==> src/assert_macros.svh <==
// Assertion macros used by the probation table sequencer.
`ifndef ASSERT_MACROS_SVH
`define ASSERT_MACROS_SVH

// Same-cycle implication, clocked on clk and disabled while rst_n is low.
`define SWL_ASSERT_IMP(name, ante, cons) \
    name: assert property (@(posedge clk) disable iff (!rst_n) (ante) |-> (cons)) \
        else $error("probation table check failed");

// Next-cycle implication, clocked on clk and disabled while rst_n is low.
`define SWL_ASSERT_NXT(name, ante, cons) \
    name: assert property (@(posedge clk) disable iff (!rst_n) (ante) |=> (cons)) \
        else $error("probation table check failed");

`endif

==> src/swlru_pkg.sv <==
// Shared constants, codes and types of the size-weighted LRU probation table.
package swlru_pkg;

    localparam int ENTRIES = 32;
    localparam int IDX_W   = $clog2(ENTRIES);
    localparam int CNT_W   = $clog2(ENTRIES + 1);

    localparam int ACT_W   = 3;
    localparam int KEY_W   = 32;
    localparam int SIZE_W  = 16;
    localparam int HITS_W  = 16;
    localparam int TOT_W   = 32;
    localparam int STAT_W  = 2;

    localparam int IN_DATA_W  = 48;
    localparam int OUT_DATA_W = 152;

    // Action codes
    localparam logic [ACT_W-1:0] ACT_INS_HEAD = 3'd0;
    localparam logic [ACT_W-1:0] ACT_INS_TAIL = 3'd1;
    localparam logic [ACT_W-1:0] ACT_DELETE   = 3'd2;
    localparam logic [ACT_W-1:0] ACT_LOOKUP   = 3'd3;
    localparam logic [ACT_W-1:0] ACT_RETRIEVE = 3'd4;
    localparam logic [ACT_W-1:0] ACT_CLEAR    = 3'd5;

    // Status codes
    localparam logic [STAT_W-1:0] STAT_OK   = 2'd0;
    localparam logic [STAT_W-1:0] STAT_MISS = 2'd1;
    localparam logic [STAT_W-1:0] STAT_BIG  = 2'd2;

    // One table slot as held in the entry memory
    typedef struct packed {
        logic [IDX_W-1:0]  rank;
        logic [HITS_W-1:0] hits;
        logic [SIZE_W-1:0] size;
        logic [KEY_W-1:0]  key;
    } entry_t;

    // Sequencer to entry store
    typedef struct packed {
        logic             rd_en;
        logic [IDX_W-1:0] rd_addr;
        logic             wr_en;
        logic [IDX_W-1:0] wr_addr;
        entry_t           wr_data;
        logic             v_we;
        logic [IDX_W-1:0] v_addr;
        logic             v_set;
    } store_cmd_t;

    // Entry store to sequencer, in the cycle after a read
    typedef struct packed {
        entry_t word;
        logic   vld;
    } store_rsp_t;

    // One result word
    typedef struct packed {
        logic              evicted;
        logic [KEY_W-1:0]  evicted_key;
        logic [STAT_W-1:0] status;
        logic              hit;
        logic [HITS_W-1:0] hit_count;
        logic [TOT_W-1:0]  used_size;
        logic [TOT_W-1:0]  read_count;
        logic [TOT_W-1:0]  write_count;
        logic              last;
    } result_t;

endpackage

==> src/swlru_store.sv <==
// Entry memory with registered read and per-slot valid flags.
module swlru_store (
    input  logic                   clk,
    input  logic                   rst_n,
    input  swlru_pkg::store_cmd_t  cmd,
    output swlru_pkg::store_rsp_t  rsp
);
    import swlru_pkg::*;

    entry_t             mem [ENTRIES];
    logic [ENTRIES-1:0] vld_reg;
    logic               rd_vld_reg;
    entry_t             rd_word_reg;

    // Write and read the entry memory
    always_ff @(posedge clk)
    begin
        if (cmd.wr_en)
        begin
            mem[cmd.wr_addr] <= cmd.wr_data;
        end
        if (cmd.rd_en)
        begin
            rd_word_reg <= mem[cmd.rd_addr];
        end
    end

    // Hold slot valid flags; sample the flag of the slot being read
    always_ff @(posedge clk or negedge rst_n)
    begin
        if (!rst_n)
        begin
            vld_reg    <= '0;
            rd_vld_reg <= 1'b0;
        end
        else
        begin
            if (cmd.v_we)
            begin
                vld_reg[cmd.v_addr] <= cmd.v_set;
            end
            if (cmd.rd_en)
            begin
                rd_vld_reg <= vld_reg[cmd.rd_addr];
            end
        end
    end

    assign rsp.word = rd_word_reg;
    assign rsp.vld  = rd_vld_reg;

endmodule

==> src/swlru_seq.sv <==
// Sequencer: sweeps the entry store with one shared compare/adjust unit.
`include "assert_macros.svh"

module swlru_seq (
    input  logic                          clk,
    input  logic                          rst_n,
    input  logic                          in_valid,
    output logic                          in_ready,
    input  logic [swlru_pkg::ACT_W-1:0]   in_action,
    input  logic [swlru_pkg::KEY_W-1:0]   in_key,
    input  logic [swlru_pkg::SIZE_W-1:0]  in_size,
    input  logic                          cap_we,
    input  logic [swlru_pkg::TOT_W-1:0]   cap_data,
    output swlru_pkg::store_cmd_t         st_cmd,
    input  swlru_pkg::store_rsp_t         st_rsp,
    output logic                          res_valid,
    input  logic                          res_ready,
    output swlru_pkg::result_t            res
);
    import swlru_pkg::*;

    typedef enum logic [3:0] {
        ST_IDLE,
        ST_SCAN,
        ST_DECIDE,
        ST_REMOVE,
        ST_DEC,
        ST_EVCHK,
        ST_TAIL,
        ST_EVICT,
        ST_INS,
        ST_PLACE,
        ST_READ,
        ST_EMIT
    } state_t;

    state_t             state_reg,      state_next;
    logic [ACT_W-1:0]   act_reg,        act_next;
    logic [KEY_W-1:0]   key_reg,        key_next;
    logic [SIZE_W-1:0]  size_reg,       size_next;
    logic [TOT_W-1:0]   cap_reg,        cap_next;
    logic [TOT_W-1:0]   used_reg,       used_next;
    logic [TOT_W-1:0]   reads_reg,      reads_next;
    logic [TOT_W-1:0]   writes_reg,     writes_next;
    logic [CNT_W-1:0]   count_reg,      count_next;
    logic [CNT_W-1:0]   sw_idx_reg,     sw_idx_next;
    logic               chk_reg,        chk_next;
    logic [IDX_W-1:0]   chk_idx_reg,    chk_idx_next;
    logic               s_found_reg,    s_found_next;
    logic [IDX_W-1:0]   s_idx_reg,      s_idx_next;
    entry_t             s_word_reg,     s_word_next;
    logic               t_found_reg,    t_found_next;
    logic [IDX_W-1:0]   t_idx_reg,      t_idx_next;
    entry_t             t_word_reg,     t_word_next;
    logic               free_found_reg, free_found_next;
    logic [IDX_W-1:0]   free_idx_reg,   free_idx_next;
    logic [IDX_W-1:0]   r_reg,          r_next;
    logic               evicted_reg,    evicted_next;
    logic [KEY_W-1:0]   ekey_reg,       ekey_next;
    logic [STAT_W-1:0]  status_reg,     status_next;
    logic               hit_reg,        hit_next;
    logic [HITS_W-1:0]  hc_reg,         hc_next;
    logic               last_reg,       last_next;

    logic               sw_active;
    logic               issue;
    logic               sw_done;
    logic               is_head;
    logic [TOT_W:0]     need_sum;
    logic               over_cap;
    logic               too_large;
    logic [IDX_W-1:0]   tail_rank;
    entry_t             upd_word;

    // Shared unit: capacity compare for the pending insert
    always_comb
    begin
        is_head   = (act_reg == ACT_INS_HEAD);
        need_sum  = {1'b0, used_reg} + (TOT_W + 1)'(size_reg);
        over_cap  = is_head ? (need_sum >= {1'b0, cap_reg})
                            : (need_sum >  {1'b0, cap_reg});
        too_large = is_head ? (TOT_W'(size_reg) >= cap_reg)
                            : (TOT_W'(size_reg) >  cap_reg);
        tail_rank = IDX_W'(count_reg - CNT_W'(1));
    end

    // Sweep address generation
    always_comb
    begin
        sw_active = (state_reg == ST_SCAN) || (state_reg == ST_DEC) ||
                    (state_reg == ST_TAIL) || (state_reg == ST_INS);
        issue     = sw_active && (sw_idx_reg != CNT_W'(ENTRIES));
        sw_done   = sw_active && !issue && !chk_reg;
    end

    // Next-state and datapath
    always_comb
    begin
        state_next      = state_reg;
        act_next        = act_reg;
        key_next        = key_reg;
        size_next       = size_reg;
        cap_next        = cap_we ? cap_data : cap_reg;
        used_next       = used_reg;
        reads_next      = reads_reg;
        writes_next     = writes_reg;
        count_next      = count_reg;
        sw_idx_next     = sw_idx_reg;
        chk_next        = chk_reg;
        chk_idx_next    = chk_idx_reg;
        s_found_next    = s_found_reg;
        s_idx_next      = s_idx_reg;
        s_word_next     = s_word_reg;
        t_found_next    = t_found_reg;
        t_idx_next      = t_idx_reg;
        t_word_next     = t_word_reg;
        free_found_next = free_found_reg;
        free_idx_next   = free_idx_reg;
        r_next          = r_reg;
        evicted_next    = evicted_reg;
        ekey_next       = ekey_reg;
        status_next     = status_reg;
        hit_next        = hit_reg;
        hc_next         = hc_reg;
        last_next       = last_reg;
        st_cmd          = '0;
        upd_word        = st_rsp.word;
        in_ready        = (state_reg == ST_IDLE);
        res_valid       = (state_reg == ST_EMIT);

        // Advance the sweep pointer and pipe the index to the compare stage
        st_cmd.rd_en   = issue;
        st_cmd.rd_addr = sw_idx_reg[IDX_W-1:0];
        if (sw_active)
        begin
            sw_idx_next  = issue ? sw_idx_reg + CNT_W'(1) : sw_idx_reg;
            chk_next     = issue;
            chk_idx_next = sw_idx_reg[IDX_W-1:0];
        end

        unique case (state_reg)
            ST_IDLE:
            begin
                if (in_valid)
                begin
                    act_next     = in_action;
                    key_next     = in_key;
                    size_next    = in_size;
                    evicted_next = 1'b0;
                    ekey_next    = '0;
                    status_next  = STAT_OK;
                    hit_next     = 1'b0;
                    hc_next      = '0;
                    last_next    = 1'b1;
                    sw_idx_next  = '0;
                    chk_next     = 1'b0;
                    s_found_next = 1'b0;
                    unique case (in_action) inside
                        ACT_INS_HEAD, ACT_INS_TAIL, ACT_DELETE, ACT_LOOKUP, ACT_RETRIEVE:
                        begin
                            state_next = ST_SCAN;
                        end
                        ACT_CLEAR:
                        begin
                            reads_next  = '0;
                            writes_next = '0;
                            state_next  = ST_EMIT;
                        end
                        default:
                        begin
                            state_next = ST_EMIT;
                        end
                    endcase
                end
            end

            ST_SCAN:
            begin
                // Match the key against each valid slot
                if (chk_reg && st_rsp.vld && !s_found_reg && (st_rsp.word.key == key_reg))
                begin
                    s_found_next = 1'b1;
                    s_idx_next   = chk_idx_reg;
                    s_word_next  = st_rsp.word;
                end
                if (sw_done)
                begin
                    state_next = ST_DECIDE;
                end
            end

            ST_DECIDE:
            begin
                hit_next = s_found_reg;
                unique case (act_reg) inside
                    ACT_INS_HEAD, ACT_INS_TAIL:
                    begin
                        if (too_large)
                        begin
                            status_next = STAT_BIG;
                            state_next  = ST_EMIT;
                        end
                        else if (s_found_reg)
                        begin
                            state_next = ST_REMOVE;
                        end
                        else
                        begin
                            state_next = ST_EVCHK;
                        end
                    end
                    ACT_DELETE:
                    begin
                        if (s_found_reg)
                        begin
                            state_next = ST_REMOVE;
                        end
                        else
                        begin
                            status_next = STAT_MISS;
                            state_next  = ST_EMIT;
                        end
                    end
                    ACT_LOOKUP, ACT_RETRIEVE:
                    begin
                        state_next = ST_READ;
                    end
                    default:
                    begin
                        state_next = ST_EMIT;
                    end
                endcase
            end

            ST_REMOVE:
            begin
                // Drop the matched slot, then close the gap in the ranks
                st_cmd.v_we   = 1'b1;
                st_cmd.v_addr = s_idx_reg;
                st_cmd.v_set  = 1'b0;
                count_next    = count_reg - CNT_W'(1);
                used_next     = used_reg - TOT_W'(s_word_reg.size);
                writes_next   = writes_reg + TOT_W'(1);
                r_next        = s_word_reg.rank;
                sw_idx_next   = '0;
                chk_next      = 1'b0;
                state_next    = ST_DEC;
            end

            ST_DEC:
            begin
                if (chk_reg && st_rsp.vld && (st_rsp.word.rank > r_reg))
                begin
                    upd_word.rank  = st_rsp.word.rank - IDX_W'(1);
                    st_cmd.wr_en   = 1'b1;
                    st_cmd.wr_addr = chk_idx_reg;
                    st_cmd.wr_data = upd_word;
                end
                if (sw_done)
                begin
                    if ((act_reg == ACT_INS_HEAD) || (act_reg == ACT_INS_TAIL))
                    begin
                        state_next = ST_EVCHK;
                    end
                    else
                    begin
                        status_next = STAT_OK;
                        state_next  = ST_EMIT;
                    end
                end
            end

            ST_EVCHK:
            begin
                sw_idx_next     = '0;
                chk_next        = 1'b0;
                t_found_next    = 1'b0;
                free_found_next = 1'b0;
                if (((count_reg != '0) && over_cap) || (count_reg == CNT_W'(ENTRIES)))
                begin
                    state_next = ST_TAIL;
                end
                else
                begin
                    state_next = ST_INS;
                end
            end

            ST_TAIL:
            begin
                // Find the slot holding the oldest rank
                if (chk_reg && st_rsp.vld && (st_rsp.word.rank == tail_rank))
                begin
                    t_found_next = 1'b1;
                    t_idx_next   = chk_idx_reg;
                    t_word_next  = st_rsp.word;
                end
                if (sw_done)
                begin
                    state_next = ST_EVICT;
                end
            end

            ST_EVICT:
            begin
                st_cmd.v_we   = 1'b1;
                st_cmd.v_addr = t_idx_reg;
                st_cmd.v_set  = 1'b0;
                count_next    = count_reg - CNT_W'(1);
                used_next     = used_reg - TOT_W'(t_word_reg.size);
                writes_next   = writes_reg + TOT_W'(1);
                evicted_next  = 1'b1;
                ekey_next     = t_word_reg.key;
                last_next     = 1'b0;
                state_next    = ST_EMIT;
            end

            ST_INS:
            begin
                // Age every slot on a head insert; note the first free slot
                if (chk_reg)
                begin
                    if (st_rsp.vld)
                    begin
                        if (is_head)
                        begin
                            upd_word.rank  = st_rsp.word.rank + IDX_W'(1);
                            st_cmd.wr_en   = 1'b1;
                            st_cmd.wr_addr = chk_idx_reg;
                            st_cmd.wr_data = upd_word;
                        end
                    end
                    else if (!free_found_reg)
                    begin
                        free_found_next = 1'b1;
                        free_idx_next   = chk_idx_reg;
                    end
                end
                if (sw_done)
                begin
                    state_next = ST_PLACE;
                end
            end

            ST_PLACE:
            begin
                upd_word.key   = key_reg;
                upd_word.size  = size_reg;
                upd_word.hits  = '0;
                upd_word.rank  = is_head ? '0 : IDX_W'(count_reg);
                st_cmd.wr_en   = 1'b1;
                st_cmd.wr_addr = free_idx_reg;
                st_cmd.wr_data = upd_word;
                st_cmd.v_we    = 1'b1;
                st_cmd.v_addr  = free_idx_reg;
                st_cmd.v_set   = 1'b1;
                count_next     = count_reg + CNT_W'(1);
                used_next      = used_reg + TOT_W'(size_reg);
                writes_next    = writes_reg + TOT_W'(1);
                status_next    = STAT_OK;
                state_next     = ST_EMIT;
            end

            ST_READ:
            begin
                reads_next = reads_reg + TOT_W'(1);
                if (s_found_reg)
                begin
                    status_next = STAT_OK;
                    hc_next     = s_word_reg.hits;
                    if ((act_reg == ACT_RETRIEVE) && (s_word_reg.hits != '1))
                    begin
                        upd_word       = s_word_reg;
                        upd_word.hits  = s_word_reg.hits + HITS_W'(1);
                        st_cmd.wr_en   = 1'b1;
                        st_cmd.wr_addr = s_idx_reg;
                        st_cmd.wr_data = upd_word;
                        hc_next        = upd_word.hits;
                    end
                end
                else
                begin
                    status_next = STAT_MISS;
                end
                state_next = ST_EMIT;
            end

            ST_EMIT:
            begin
                if (res_ready)
                begin
                    evicted_next = 1'b0;
                    ekey_next    = '0;
                    last_next    = 1'b1;
                    state_next   = last_reg ? ST_IDLE : ST_EVCHK;
                end
            end

            default:
            begin
                state_next = ST_IDLE;
            end
        endcase
    end

    // Present the pending result
    always_comb
    begin
        res.evicted     = evicted_reg;
        res.evicted_key = ekey_reg;
        res.status      = evicted_reg ? STAT_OK : status_reg;
        res.hit         = evicted_reg ? 1'b0 : hit_reg;
        res.hit_count   = evicted_reg ? '0 : hc_reg;
        res.used_size   = used_reg;
        res.read_count  = reads_reg;
        res.write_count = writes_reg;
        res.last        = last_reg;
    end

    // Hold state and registered outputs
    always_ff @(posedge clk or negedge rst_n)
    begin
        if (!rst_n)
        begin
            state_reg      <= ST_IDLE;
            act_reg        <= '0;
            key_reg        <= '0;
            size_reg       <= '0;
            cap_reg        <= '0;
            used_reg       <= '0;
            reads_reg      <= '0;
            writes_reg     <= '0;
            count_reg      <= '0;
            sw_idx_reg     <= '0;
            chk_reg        <= 1'b0;
            chk_idx_reg    <= '0;
            s_found_reg    <= 1'b0;
            s_idx_reg      <= '0;
            s_word_reg     <= '0;
            t_found_reg    <= 1'b0;
            t_idx_reg      <= '0;
            t_word_reg     <= '0;
            free_found_reg <= 1'b0;
            free_idx_reg   <= '0;
            r_reg          <= '0;
            evicted_reg    <= 1'b0;
            ekey_reg       <= '0;
            status_reg     <= STAT_OK;
            hit_reg        <= 1'b0;
            hc_reg         <= '0;
            last_reg       <= 1'b1;
        end
        else
        begin
            state_reg      <= state_next;
            act_reg        <= act_next;
            key_reg        <= key_next;
            size_reg       <= size_next;
            cap_reg        <= cap_next;
            used_reg       <= used_next;
            reads_reg      <= reads_next;
            writes_reg     <= writes_next;
            count_reg      <= count_next;
            sw_idx_reg     <= sw_idx_next;
            chk_reg        <= chk_next;
            chk_idx_reg    <= chk_idx_next;
            s_found_reg    <= s_found_next;
            s_idx_reg      <= s_idx_next;
            s_word_reg     <= s_word_next;
            t_found_reg    <= t_found_next;
            t_idx_reg      <= t_idx_next;
            t_word_reg     <= t_word_next;
            free_found_reg <= free_found_next;
            free_idx_reg   <= free_idx_next;
            r_reg          <= r_next;
            evicted_reg    <= evicted_next;
            ekey_reg       <= ekey_next;
            status_reg     <= status_next;
            hit_reg        <= hit_next;
            hc_reg         <= hc_next;
            last_reg       <= last_next;
        end
    end

    // Slot count never passes the table depth
    `SWL_ASSERT_IMP(a_count_bound, 1'b1, count_reg <= CNT_W'(ENTRIES))
    // An eviction always finds its tail slot and reports it next
    `SWL_ASSERT_IMP(a_tail_found, state_reg == ST_EVICT, t_found_reg && (count_reg != '0))
    `SWL_ASSERT_NXT(a_evict_emits, state_reg == ST_EVICT, state_reg == ST_EMIT && evicted_reg && !last_reg)
    // A new entry is only placed into a free slot
    `SWL_ASSERT_IMP(a_place_room, state_reg == ST_PLACE, free_found_reg && (count_reg < CNT_W'(ENTRIES)))

endmodule

==> src/size_weighted_lru_probation_table.sv <==
// Top level: stream ports, output register and the sequencer/store pair.
// Time to the result word is set by the one-slot-per-cycle sweep of the entry memory:
// lookup, retrieve, delete and insert sweep it once, an insert that fits sweeps it again,
// each eviction adds a tail sweep and a replaced or deleted key adds a rank sweep;
// a stalled result side adds its stall. One item is in work at a time.
// Reset (rst_n low, asynchronous) empties the table and zeroes capacity and counters.
module size_weighted_lru_probation_table (
    input  logic                               clk,
    input  logic                               rst_n,
    input  logic                               s_axis_tvalid,
    output logic                               s_axis_tready,
    // segment_key[31:0], segment_size[47:32]
    input  logic [swlru_pkg::IN_DATA_W-1:0]    s_axis_tdata,
    // action[2:0]
    input  logic [swlru_pkg::ACT_W-1:0]        s_axis_tuser,
    output logic                               m_axis_tvalid,
    input  logic                               m_axis_tready,
    // evicted_key[31:0], status[33:32], hit[34], hit_count[50:35],
    // used_size[82:51], read_count[114:83], write_count[146:115], zero fill
    output logic [swlru_pkg::OUT_DATA_W-1:0]   m_axis_tdata,
    // evicted
    output logic                               m_axis_tuser,
    output logic                               m_axis_tlast,
    input  logic                               cfg_we,
    input  logic [swlru_pkg::TOT_W-1:0]        cfg_wdata
);
    import swlru_pkg::*;

    localparam int PAD_W = OUT_DATA_W - (KEY_W + STAT_W + 1 + HITS_W + 3 * TOT_W);

    store_cmd_t st_cmd;
    store_rsp_t st_rsp;
    logic       res_valid;
    logic       res_ready;
    result_t    res;
    result_t    out_reg;
    logic       out_valid_reg;

    swlru_store u_store (
        .clk (clk),
        .rst_n (rst_n),
        .cmd (st_cmd),
        .rsp (st_rsp)
    );

    swlru_seq u_seq (
        .clk       (clk),
        .rst_n     (rst_n),
        .in_valid  (s_axis_tvalid),
        .in_ready  (s_axis_tready),
        .in_action (s_axis_tuser),
        .in_key    (s_axis_tdata[KEY_W-1:0]),
        .in_size   (s_axis_tdata[KEY_W+SIZE_W-1:KEY_W]),
        .cap_we    (cfg_we),
        .cap_data  (cfg_wdata),
        .st_cmd    (st_cmd),
        .st_rsp    (st_rsp),
        .res_valid (res_valid),
        .res_ready (res_ready),
        .res       (res)
    );

    // Take a new result word while the slot is empty or being drained
    assign res_ready = !out_valid_reg || m_axis_tready;

    always_ff @(posedge clk or negedge rst_n)
    begin
        if (!rst_n)
        begin
            out_valid_reg <= 1'b0;
        end
        else if (res_ready)
        begin
            out_valid_reg <= res_valid;
        end
    end

    always_ff @(posedge clk)
    begin
        if (res_ready && res_valid)
        begin
            out_reg <= res;
        end
    end

    // Pack the result word onto the master side
    assign m_axis_tvalid = out_valid_reg;
    assign m_axis_tuser  = out_reg.evicted;
    assign m_axis_tlast  = out_reg.last;
    assign m_axis_tdata  = {{PAD_W{1'b0}}, out_reg.write_count, out_reg.read_count,
                            out_reg.used_size, out_reg.hit_count, out_reg.hit,
                            out_reg.status, out_reg.evicted_key};

endmodule

==> config.mk <==
export PLATFORM = sky130hd
export DESIGN_NAME = size_weighted_lru_probation_table
export DESIGN_NICKNAME = d
export VERILOG_FILES = /design/src/swlru_pkg.sv /design/src/swlru_store.sv /design/src/swlru_seq.sv /design/src/size_weighted_lru_probation_table.sv
export VERILOG_INCLUDE_DIRS = /design/src /design/src/src
export SDC_FILE = /design/constraint.sdc
export NUM_CORES = 2
export LEC_CHECK = 0
export ABC_AREA = 1
export BUFFER_PORTS_ARGS = -buffer_cell sky130_fd_sc_hd__buf_2
export CAP_MARGIN = 10
export CORE_ASPECT_RATIO = 1.4
export CORE_MARGIN = 4
export CORE_UTILIZATION = 57
export CTS_CLUSTER_DIAMETER = 60
export DETAILED_ROUTE_END_ITERATION = 8
export PLACE_DENSITY = 0.76
export SETUP_SLACK_MARGIN = 0.2
export SYNTH_ARGS = -nofsm -noshare
export SYNTH_HDL_FRONTEND = slang
export SYNTH_HIERARCHICAL = 1
export SYNTH_SLANG_ARGS = --single-unit
==> constraint.sdc <==
create_clock -name clk -period 8 [get_ports clk]
set_input_delay 0 -clock clk [delete_from_list [all_inputs] [get_ports clk]]
set_output_delay 0 -clock clk [all_outputs]
set_load 0.02 [all_outputs]
==> metrics.txt <==
crit-path cells nor2_2, inv_2, nor2_8, inv_1, nor2_2, inv_1, nor2_4, inv_2, o221ai_1, nand3_1, nor2_4, buf_4; Post-synth ARST share 0.150; fmax 0.182 GHz; dpl cells about 13000; DRC Markers 0; Mapped Area between 100000 and 150000 um2; critical path peak fanout 27; CTS root buf clkbuf_16; critical path class register to register; design area about 130000 um2; clock share of power 0.294; maximum VDD drop 284 uV; Tmin final about 5500 ps; Final Hold Viols 0; total CTS buffers 270; Tightest Hold Check Type primary input to register; Worst Clk Skew around 53 ps; endpoints failing setup 0; setup_tns 0 ps; relative slew slack 0.122; Die ar. approximately 220000 um2; Syn Area/Cell around 12 um2; register area share after synthesis 0.701; setup slack at placement 2640 ps; placeable core area between 200000 and 250000 um2; crit-path max cell delay about 1200 ps; Synth area leader edfxtp_1; PortBufs around 240; non-filler instance count after layout about 14000; combinational share of power 0.285; unrepaired setup endpoints after global routing false; critical path's slowest cell nor2_4; Post-DP HPWL roughly 210 mm; Synth top area share 0.611; Startpoint Class register; Area contributors post-synth edfxtp_1 61%, dfrtp_1 8.9%, nand2_1 6.5%, nand3_1 4.5%, o21ai_0 4.1%; antenna viol nets, final 0; largest net degree at the start of global routing 210; synthesis-to-finish area growth 12.9%; Post-synth top flop edfxtp_1; Required @ worst endpoint about 8500 ps; register clock-pin slew on the reported worst setup and hold paths 60 ps; Max Cap Viol 0; height of the chip ~550 um; DR WL/cell 26.4 um; Mapped Cells 10351; initial drt markers 12820; status complete, no violations; placed cell area about 120000 um2; hold_buf cts 226; Vias/cell roughly 6.3; net switching power ~15 mW; Internal about 28 mW; row count approximately 200; switching share of power 0.355; Tot GR Track Use 0.323; Post-Route WL ~360 mm; GP Congestion roughly 0.94; Leakage about 50 nW; Synth warnings 6; Fin Hold WS between 40 and 50 ps; CTS H-tree depth 5; Worst EP arrival about 6000 ps; total grt overflow 0; Resize count post-CTS 0; largest reg by FF count u_store/mem; Worst Tran Pin Value 1320 ps; Initial Utilization 0.573; synthesized flop and latch total ~2900; flop2flop setup slack about 2500 ps; initial antenna violation count 15; die width 394 um; post-CTS setup buffers 0; Ports around 240; flip-flop count of the largest register after layout about 2200; clock latency on the worst-skew pair 860 ps; fin worst setup slack 2490 ps; global-route wire length before repair between 500 and 600 mm; clk buf depth 4; count of flip-flops with a built-in enable after synthesis 2426; pins over their slew limit 0; via count roughly 86000; nets roughly 11000; PwrDens approximately 320 nW/um2; DR pass1 iterations 7; # clock sinks around 2900; Critical Path Sink Type register; CTS tree yes; Distinct cells, synth between 60 and 70; Seq pwr share 0.421; Final Cycle Share 0.688; vias in the first global route ~84000; layout cell share with drive strength beyond 1 0.0862
==> placed cells by master, fill, tap and decap left out, types with 68 or more instances in the layout <==
cell           count
a21oi_1          320
buf_2            237
buf_4            141
clkbuf_1          68
clkbuf_16        279
dfrtp_1          421
dlygate4sd3_1    225
edfxtp_1        2426
ha_1             115
inv_1            518
nand2_1         2074
nand3_1         1068
nor2_1           805
nor3_1            75
o21ai_0          974
o21ai_1           80
o22ai_1          341
xor2_1           103
==> worst max-delay path, delay by kind of cell, from the launching register on <==
| kind | cells | cell delay, ps |
|---|---|---|
| compound gates | 1 | 420 |
| flops | 1 | 410 |
| buf+inv | 5 | 1210 |
| simple gates | 6 | 3010 |
==> power by group through the flow <==
stage	logic, mW	registers, mW	clock network [mW]
final	12.2	18.0	12.6
after detailed placement	11.7	18.3	0
after floorplan	7.86	18.1	0
after CTS	11.9	18.0	12.7
after global placement	11.4	18.3	0
after global routing	13.2	18.1	13.3
==> cells in the mapped netlist, drive strengths merged, types with 5 or more instances <==
| cell type | count |
|---|---|
| nor4 | 40 |
| ha | 115 |
| nand4 | 34 |
| clkbuf | 292 |
| nand2 | 2082 |
| buf | 308 |
| nor3 | 84 |
| nor2 | 854 |
| xnor2 | 31 |
| nand3 | 1070 |
| inv | 537 |
| dfrtp | 426 |
| or2 | 10 |
| o22ai | 348 |
| edfxtp | 2426 |
| o21ai | 1064 |
| a21oi | 321 |
| a31oi | 52 |
| xor2 | 103 |
| nor3b | 5 |
| o21a | 5 |
| o221ai | 35 |
| o21bai | 8 |
| o2111ai | 6 |
| a21o | 9 |
| a211oi | 6 |
| o211ai | 32 |
| o31ai | 13 |
==> path summary, 6_finish.rpt <==
kind / startpoint / endpoint / cells after the start
worst min register to register: u_seq/ekey_reg[5] / m_axis_tdata[5] / 0
min in group asynchronous: rst_n / u_seq/reads_reg[25] / 4
worst max register to register: u_seq/state_reg[2] / u_store/mem[23][26] / 12
worst max-delay path: u_seq/state_reg[2] / u_store/mem[23][26] / 12
worst min-delay path: s_axis_tdata[36] / u_seq/size_reg[4] / 4
max in group asynchronous: rst_n / u_seq/writes_reg[10] / 5
==> per-stage QoR <==
stage	util	total power [mW]
after floorplan	-	25.9
after CTS	0.647	42.6
final	0.647	42.9
after detailed placement	0.595	30.0
after global placement	0.595	29.8
after global routing	0.647	44.6
==> kinds of logic after synthesis <==
logic type                 after synthesis  synth area share
adders and majority gates              117            0.0124
muxes                                    1         0.0000945
xor gates and xnor gates               134           0.00985
and+or+nand+nor                       4190             0.148
other                                    1         0.0000315
DFF                                   2853             0.701
buffers and inverters                 1138            0.0405
AOI/OAI and AO/OA                     1917            0.0883
==> per-layer routing <==
| layer | wire, um | track usage | up-vias | part of all wire |
|---|---|---|---|---|
| met4 | 21600 | 0.171 | 4 | 0.060 |
| met3 | 41300 | 0.0619 | 1099 | 0.12 |
| met2 | 172000 | 0.529 | 5988 | 0.48 |
| li1 | - | - | 37332 | - |
| met5 | 24 | 0 | - | 0.000067 |
| met1 | 124000 | 0.411 | 41541 | 0.35 |
==> area by class of cell <==
class / count / area [um2]
clock buffer: 355 / 7340
sequential: 2853 / 83600
antenna: 11 / 27.5
inverter: 538 / 2060
timing repair buffer: 636 / 5160
multi-input combinational: 6364 / 31800
tap: 2700 / 3380
fill: 14753 / 73300
clock inverter: 124 / 1180
Note: power is estimated with default switching activity, not from simulation.
